**src/design/bbe_pkg.sv**
```systemverilog
// shared types and constants for the bernstein basis evaluator
// no dependencies
`timescale 1ns / 1ps
`default_nettype none
package bbe_pkg;

    localparam int MAX_TERMS = 16;
    localparam int ROW_DEPTH = 16;
    localparam int TERM_CAP  = (MAX_TERMS < ROW_DEPTH) ? MAX_TERMS : ROW_DEPTH;

    localparam int VAL_W  = 17;
    localparam int IDX_W  = 4;
    localparam int CNT_W  = 5;
    localparam int PROD_W = 2 * VAL_W;
    localparam int ACC_W  = PROD_W + 1;
    localparam int FRAC_W = 16;

    localparam logic [VAL_W-1:0]  ONE_Q16   = VAL_W'(65536);
    localparam logic [VAL_W-1:0]  ZERO_Q16  = '0;
    localparam logic [ACC_W-1:0]  HALF_Q16  = ACC_W'(32768);
    localparam logic [CNT_W-1:0]  TERMS_RST = CNT_W'(4);
    localparam logic [CNT_W-1:0]  TERMS_CAP = CNT_W'(TERM_CAP);

    typedef struct packed {
        logic [VAL_W-1:0] sample;
        logic [IDX_W-1:0] last_idx;
    } item_t;

endpackage
`default_nettype wire

```
**src/design/bbe_front.sv**
```systemverilog
// front end: term count register, sample clamp and item build
// depends on bbe_pkg
`timescale 1ns / 1ps
`default_nettype none
module bbe_front (
    input  wire                     clk,
    input  wire                     rst_n,
    input  wire                     cfg_wr_en,
    input  wire [bbe_pkg::CNT_W-1:0] cfg_wr_data,
    input  wire [bbe_pkg::VAL_W-1:0] sample,
    output bbe_pkg::item_t           item
);
    import bbe_pkg::*;

    logic [CNT_W-1:0] terms_reg;
    logic [CNT_W-1:0] terms_next;
    logic [CNT_W-1:0] eff_terms;

    always_comb
    begin
        terms_next = cfg_wr_en ? cfg_wr_data : terms_reg;
    end

    always_ff @(posedge clk or negedge rst_n)
    begin
        if (!rst_n)
        begin
            terms_reg <= TERMS_RST;
        end
        else
        begin
            terms_reg <= terms_next;
        end
    end

    // zero acts as one, large counts saturate
    always_comb
    begin
        priority if (terms_reg == '0)
        begin
            eff_terms = CNT_W'(1);
        end
        else if (terms_reg > TERMS_CAP)
        begin
            eff_terms = TERMS_CAP;
        end
        else
        begin
            eff_terms = terms_reg;
        end
        item.sample   = (sample > ONE_Q16) ? ONE_Q16 : sample;
        item.last_idx = IDX_W'(eff_terms - CNT_W'(1));
    end

endmodule
`default_nettype wire

```
**src/design/bbe_queue.sv**
```systemverilog
// two entry queue between front end and evaluator
// depends on bbe_pkg
`timescale 1ns / 1ps
`default_nettype none
module bbe_queue (
    input  wire            clk,
    input  wire            rst_n,
    input  wire            push,
    input  bbe_pkg::item_t push_item,
    input  wire            pop,
    output logic           full,
    output logic           not_empty,
    output bbe_pkg::item_t head
);
    import bbe_pkg::*;

    item_t       slot_reg [2];
    logic        wr_ptr_reg;
    logic        wr_ptr_next;
    logic        rd_ptr_reg;
    logic        rd_ptr_next;
    logic [1:0]  count_reg;
    logic [1:0]  count_next;

    always_comb
    begin
        full        = (count_reg == 2'd2);
        not_empty   = (count_reg != 2'd0);
        head        = slot_reg[rd_ptr_reg];
        wr_ptr_next = push ? ~wr_ptr_reg : wr_ptr_reg;
        rd_ptr_next = pop ? ~rd_ptr_reg : rd_ptr_reg;
        count_next  = count_reg + {1'b0, push} - {1'b0, pop};
    end

    always_ff @(posedge clk or negedge rst_n)
    begin
        if (!rst_n)
        begin
            wr_ptr_reg <= 1'b0;
            rd_ptr_reg <= 1'b0;
            count_reg  <= 2'd0;
        end
        else
        begin
            wr_ptr_reg <= wr_ptr_next;
            rd_ptr_reg <= rd_ptr_next;
            count_reg  <= count_next;
        end
    end

    always_ff @(posedge clk)
    begin
        if (push)
        begin
            slot_reg[wr_ptr_reg] <= push_item;
        end
    end

endmodule
`default_nettype wire

```
**src/design/bbe_back.sv**
```systemverilog
// evaluator: triangle recurrence on a row memory with one shared mix unit
// depends on bbe_pkg
`timescale 1ns / 1ps
`default_nettype none
module bbe_back (
    input  wire                      clk,
    input  wire                      rst_n,
    input  wire                      q_not_empty,
    input  bbe_pkg::item_t            q_head,
    output logic                     q_pop,
    output logic                     result_valid,
    output logic [bbe_pkg::IDX_W-1:0] basis_index,
    output logic [bbe_pkg::VAL_W-1:0] basis_value,
    output logic                     last_of_run
);
    import bbe_pkg::*;

    typedef enum logic [4:0] {
        ST_IDLE = 5'b00001,
        ST_RD   = 5'b00010,
        ST_MUL  = 5'b00100,
        ST_WR   = 5'b01000,
        ST_OUT  = 5'b10000
    } state_t;

    state_t             state_reg, state_next;
    logic [VAL_W-1:0]   y_reg, y_next;
    logic [VAL_W-1:0]   omy_reg, omy_next;
    logic [IDX_W-1:0]   last_reg, last_next;
    logic [IDX_W-1:0]   k_reg, k_next;
    logic [IDX_W-1:0]   j_reg, j_next;
    logic [VAL_W-1:0]   prev_reg, prev_next;
    logic [PROD_W-1:0]  hi_prod_reg, hi_prod_next;
    logic [PROD_W-1:0]  lo_prod_reg, lo_prod_next;
    logic               pend_valid_reg, pend_valid_next;
    logic [IDX_W-1:0]   pend_idx_reg, pend_idx_next;
    logic               pend_last_reg, pend_last_next;

    logic [VAL_W-1:0]   row_mem [ROW_DEPTH];
    logic [VAL_W-1:0]   rd_data_reg;
    logic               rd_en;
    logic               wr_en;
    logic [IDX_W-1:0]   wr_addr;
    logic [VAL_W-1:0]   wr_data;

    logic [VAL_W-1:0]   old_j;
    logic [ACC_W-1:0]   acc;
    logic [ACC_W-FRAC_W-1:0] acc_q;
    logic [VAL_W-1:0]   mixed;

    always_comb
    begin
        old_j = (j_reg == k_reg) ? ZERO_Q16 : rd_data_reg;
        acc   = {1'b0, hi_prod_reg} + {1'b0, lo_prod_reg} + HALF_Q16;
        acc_q = acc[ACC_W-1:FRAC_W];
        mixed = (acc_q > {2'b00, ONE_Q16}) ? ONE_Q16 : acc_q[VAL_W-1:0];
    end

    always_comb
    begin
        state_next      = state_reg;
        y_next          = y_reg;
        omy_next        = omy_reg;
        last_next       = last_reg;
        k_next          = k_reg;
        j_next          = j_reg;
        prev_next       = prev_reg;
        hi_prod_next    = hi_prod_reg;
        lo_prod_next    = lo_prod_reg;
        pend_valid_next = 1'b0;
        pend_idx_next   = pend_idx_reg;
        pend_last_next  = pend_last_reg;
        q_pop           = 1'b0;
        rd_en           = 1'b0;
        wr_en           = 1'b0;
        wr_addr         = j_reg;
        wr_data         = mixed;

        unique case (state_reg)
            ST_IDLE:
            begin
                if (q_not_empty)
                begin
                    q_pop     = 1'b1;
                    y_next    = q_head.sample;
                    omy_next  = ONE_Q16 - q_head.sample;
                    last_next = q_head.last_idx;
                    wr_en     = 1'b1;
                    wr_addr   = '0;
                    wr_data   = ONE_Q16;
                    k_next    = IDX_W'(1);
                    j_next    = '0;
                    prev_next = ZERO_Q16;
                    state_next = (q_head.last_idx == '0) ? ST_OUT : ST_RD;
                end
            end
            ST_RD:
            begin
                rd_en      = 1'b1;
                state_next = ST_MUL;
            end
            ST_MUL:
            begin
                hi_prod_next = PROD_W'(omy_reg) * PROD_W'(old_j);
                lo_prod_next = PROD_W'(y_reg) * PROD_W'(prev_reg);
                prev_next    = old_j;
                state_next   = ST_WR;
            end
            ST_WR:
            begin
                wr_en = 1'b1;
                if (j_reg == k_reg)
                begin
                    j_next    = '0;
                    prev_next = ZERO_Q16;
                    if (k_reg == last_reg)
                    begin
                        state_next = ST_OUT;
                    end
                    else
                    begin
                        k_next     = k_reg + IDX_W'(1);
                        state_next = ST_RD;
                    end
                end
                else
                begin
                    j_next     = j_reg + IDX_W'(1);
                    state_next = ST_RD;
                end
            end
            ST_OUT:
            begin
                rd_en           = 1'b1;
                pend_valid_next = 1'b1;
                pend_idx_next   = j_reg;
                pend_last_next  = (j_reg == last_reg);
                j_next          = j_reg + IDX_W'(1);
                if (j_reg == last_reg)
                begin
                    state_next = ST_IDLE;
                end
            end
            default:
            begin
                state_next = ST_IDLE;
            end
        endcase
    end

    always_ff @(posedge clk or negedge rst_n)
    begin
        if (!rst_n)
        begin
            state_reg      <= ST_IDLE;
            pend_valid_reg <= 1'b0;
        end
        else
        begin
            state_reg      <= state_next;
            pend_valid_reg <= pend_valid_next;
        end
    end

    always_ff @(posedge clk)
    begin
        y_reg         <= y_next;
        omy_reg       <= omy_next;
        last_reg      <= last_next;
        k_reg         <= k_next;
        j_reg         <= j_next;
        prev_reg      <= prev_next;
        hi_prod_reg   <= hi_prod_next;
        lo_prod_reg   <= lo_prod_next;
        pend_idx_reg  <= pend_idx_next;
        pend_last_reg <= pend_last_next;
    end

    // row memory, one write and one registered read
    always_ff @(posedge clk)
    begin
        if (wr_en)
        begin
            row_mem[wr_addr] <= wr_data;
        end
        if (rd_en)
        begin
            rd_data_reg <= row_mem[j_reg];
        end
    end

    always_comb
    begin
        result_valid = pend_valid_reg;
        basis_index  = pend_idx_reg;
        basis_value  = rd_data_reg;
        last_of_run  = pend_last_reg;
    end

endmodule
`default_nettype wire

```
**src/design/bernstein_basis_eval.sv**
```systemverilog
// top level of the bernstein basis evaluator
// depends on bbe_pkg, bbe_front, bbe_queue, bbe_back
`timescale 1ns / 1ps
`default_nettype none
// A sample beat is taken when start is high and busy is low; samples above
// 65536 are clamped to 1.0. Each sample yields num_terms result beats (zero
// counts as one, above 16 as 16), index 0 first, each shown for one cycle
// with result_valid and last_of_run on the final one. The receiver cannot
// stall: results must be taken as they come. Up to two samples wait in a
// queue; busy is high only when it is full. The evaluator uses one mix unit
// and a row memory; each recurrence element passes through a read, a
// multiply and a write state in turn, and the results are then read out.
// num_terms is sampled when a sample beat is taken.
module bernstein_basis_eval (
    input  wire         clk,
    input  wire         rst_n,
    input  wire         cfg_wr_en,
    input  wire  [4:0]  cfg_wr_data,
    input  wire         start,
    output logic        busy,
    input  wire  [16:0] sample,
    output logic        result_valid,
    output logic [3:0]  basis_index,
    output logic [16:0] basis_value,
    output logic        last_of_run
);
    import bbe_pkg::*;

    item_t front_item;
    item_t q_head;
    logic  q_full;
    logic  q_not_empty;
    logic  q_pop;
    logic  accept;

    assign busy   = q_full;
    assign accept = start & ~q_full;

    bbe_front u_front (
        .clk         (clk),
        .rst_n       (rst_n),
        .cfg_wr_en   (cfg_wr_en),
        .cfg_wr_data (cfg_wr_data),
        .sample      (sample),
        .item        (front_item)
    );

    bbe_queue u_queue (
        .clk       (clk),
        .rst_n     (rst_n),
        .push      (accept),
        .push_item (front_item),
        .pop       (q_pop),
        .full      (q_full),
        .not_empty (q_not_empty),
        .head      (q_head)
    );

    bbe_back u_back (
        .clk          (clk),
        .rst_n        (rst_n),
        .q_not_empty  (q_not_empty),
        .q_head       (q_head),
        .q_pop        (q_pop),
        .result_valid (result_valid),
        .basis_index  (basis_index),
        .basis_value  (basis_value),
        .last_of_run  (last_of_run)
    );

endmodule
`default_nettype wire
```
**config.mk**
```make
export PLATFORM = sky130hd
export DESIGN_NAME = bernstein_basis_eval
export DESIGN_NICKNAME = d
export VERILOG_FILES = /design/src/design/bbe_pkg.sv /design/src/design/bbe_front.sv /design/src/design/bbe_queue.sv /design/src/design/bbe_back.sv /design/src/design/bernstein_basis_eval.sv
export SDC_FILE = /design/constraint.sdc
export NUM_CORES = 2
export LEC_CHECK = 0
export BUFFER_PORTS_ARGS = -buffer_cell sky130_fd_sc_hd__buf_2
export CORE_MARGIN = 1.5
export CORE_UTILIZATION = 25
export CTS_CLUSTER_SIZE = 28
export DETAILED_ROUTE_END_ITERATION = 10
export GPL_TIMING_DRIVEN = 0
export HOLD_SLACK_MARGIN = 0.15
export PLACE_DENSITY = 0.4
export SYNTH_ARGS = -nofsm -noshare
export SYNTH_HDL_FRONTEND = slang
export SYNTH_HIERARCHICAL = 1
export SYNTH_SLANG_ARGS = --single-unit
```
**constraint.sdc**
```tcl
create_clock -name clk -period 6.9 [get_ports clk]
set_input_delay 0.345 -clock clk [delete_from_list [all_inputs] [get_ports clk]]
set_output_delay 0.345 -clock clk [all_outputs]
set_load 0.005 [all_outputs]
```
==> flow_metrics.py <==
metrics = {
    "run_status": {
        "status": "finished, violations left",
        "violations": "negative setup slack",
    },
    "final_layout": {
        "final_common_cell": "inv_1",
        "fin_nets": 4360,
        "seq_area_sq_um": 14400,
        "multi_input_comb_area_sq_um": 22700,
        "largest_reg_flops": 272,
        "drive_above_1_share": 0.150,
        "synthToLayoutAreaGrowth_pct": 17.4,
        "nFillCells": 16039,
        "mostFrequentLayoutCells": "inv_1, edfxtp_1, fa_1",
    },
    "sta": {
        "setup_ws_ns": -0.143,
        "holdWs_ns": 0.178,
        "slew_violations": 0,
        "period_share": 1.02,
        "fmax_ghz": 0.142,
        "skew_ns": 0.0474,
        "slew_headroom": 0.179,
        "tightestPinTransition_ns": 1.23,
        "period_minus_slack_ns": 7.04,
        "setup_viol": 2,
        "hold_viol": 0,
        "rsz0062_at_grt": "true",
    },
    "global_route": {
        "antenna_found_initial": 22,
        "grt_pass1_wl_um": 186000,
        "first_global_vias": 26629,
        "grt_use_total": 0.160,
        "gr-total-overflow": 0,
        "grt_max_degree": 46,
    },
    "setup_path": {
        "cp_slowest_stage_delay_ns": 0.59,
        "r2r_end": "u_back/hi_prod_reg[33]",
        "cp_top_family": "adder cells",
        "worstPathArrival_ns": 7.43,
        "worstPathMaxFanout": 6,
        "path_common_cell": "fa_1",
        "critPathLaunchType": "flop",
        "reg2reg_depth": 27,
        "cp-end-kind": "flop",
        "cp.depth": 27,
        "crit_end": "u_back/hi_prod_reg[33]",
        "cp_slowest_cell": "fa_2",
        "r2r_slack_ns": -0.14,
        "startpoint": "u_back/k_reg[0]",
        "critPathBufInv": 7,
        "path_class": "flop to flop",
        "crit_required_ns": 7.28,
        "reg2reg_from": "u_back/k_reg[0]",
    },
    "logic_synthesis": {
        "async_reset_ff_frac": 0.0312,
        "synthesis.nets": 4158,
        "postSynthAreaPerCell_sq_um": 11.5,
        "synth_area_sq_um": 39000,
        "post_synth_num_cell_types": 79,
        "syn_inst": 3397,
        "ys_seq_area_frac": 0.368,
        "synth_edf_count": 466,
        "ys_ff_latch": 481,
        "ys.flop_type": "edfxtp_1",
        "yosysWarnings": 6,
    },
    "floorplan": {
        "rows": 144,
        "die-area_sq_um": 158000,
        "core_sq_um": 155000,
        "die_h_um": 398,
        "die_w_um": 398,
        "start_util": 0.252,
        "ios": 50,
    },
    "route": {
        "drt-wirelength-per-cell_um": 22.2,
        "first_pass_iters": 5,
        "drt.antenna.violating_nets": 0,
        "route.vias.total": 25506,
        "via_per_inst": 4.48,
        "wl_um": 127000,
        "route.detailed.drc": 0,
        "first_iter_violations": 1772,
    },
    "clock_tree": {
        "clock-sinks": 481,
        "cts_tree": "yes",
        "h-tree-depth": 2,
        "cts_buffer_depth": 3,
        "clk_latency_ns": 0.65,
        "cts.reportedPaths.clkPinSlew_ns": 0.06,
        "cts_root_buffer": "clkbuf_16",
        "cts_made_buffers": 56,
    },
    "place": {
        "gp_congestion": 0.841,
        "io_buffers": 49,
        "dp_hpwl_um": 97800,
    },
    "run": {
        "maxCapViolCount": 0,
    },
    "min_path": {
        "hold_class": "primary input to asynchronous set/reset pin",
    },
}
[Yosys cell counts, drive strengths merged, types with 34 or more instances]
cell      n  share of area
inv     555          0.053
edfxtp  466           0.36
fa      448           0.23
nand2   429          0.041
ha      287          0.092
and3    146          0.024
clkbuf  135          0.013
and2    127          0.020
a21oi    91          0.012
nor2     79         0.0082
xnor2    69          0.015
o21ai    62         0.0080
mux2i    54          0.014
mux2     41          0.012
mux4     34          0.020
[stage by stage]
step           setup TNS (ns)   util  instance area (sq um)  std cells  worst slack (ns)
2_1_floorplan               0      -                  39000       3397           0.00231
3_3_place_gp           -70.24  0.271                  41800       5490             -3.61
3_5_place_dp           -71.40  0.274                  42300       5514             -3.59
4_1_cts                 -1.05  0.293                  45300       5664            -0.204
5_1_grt                 -1.59  0.296                  45800       5690            -0.325
6_report               -0.183  0.296                  45800       5693            -0.143
[metal layers]
layer	global-route usage	vias to the layer above	part of all wire
met4	0.0234	4	0.014
li1	-	11691	-
met2	0.264	492	0.47
met3	0.0168	116	0.040
met5	0	-	0.00018
met1	0.230	13203	0.47
[what timing repair did]
item / 4_1_cts / 5_1_grt
buffers inserted: 43 / 33
hold endpoints to repair: 40 / 2
hold buffers: 22 / 1
pin swaps: 33 / 46
resized for setup: 166 / 109
setup endpoints to repair: 45 / 24
cloned: 2 / 2
[worst min path at each step]
stage / from / endpoint / slack (ns) / depth (start not counted)
after global routing: sample[7] / u_queue/slot_reg[0][11] / 0.16 / 2
final: rst_n / u_front/terms_reg[1] / 0.18 / 2
after detailed placement: rst_n / u_front/terms_reg[1] / 0.32 / 1
after global placement: rst_n / u_front/terms_reg[1] / 0.32 / 1
after floorplan: rst_n / u_back/result_valid / 0.05 / 0
after CTS: rst_n / u_front/terms_reg[1] / 0.16 / 2
[area by class of cell]
type / instances / share of cell area
diodes: 3 / 0.000164
plain buffers: 120 / 0.0164
multi-input cells: 2211 / 0.494
inverters: 555 / 0.0455
repair buffers: 174 / 0.0329
well taps: 2044 / 0.0558
flip-flops and latches: 481 / 0.314
clock buffers: 65 / 0.0313
clock inverters: 40 / 0.00983
[cell families after synthesis]
logic type      after synthesis  synth area share
buf+inv                     705            0.0685
simple gates                926             0.117
flops                       481             0.368
compound gates              320            0.0562
mux                         129            0.0453
xor+xnor                    101            0.0232
fa+ha+maj                   735             0.322
Power is left out: the tool's default activity adds up to more than one toggle a clock period on the data nets, which glitch-free logic cannot reach.
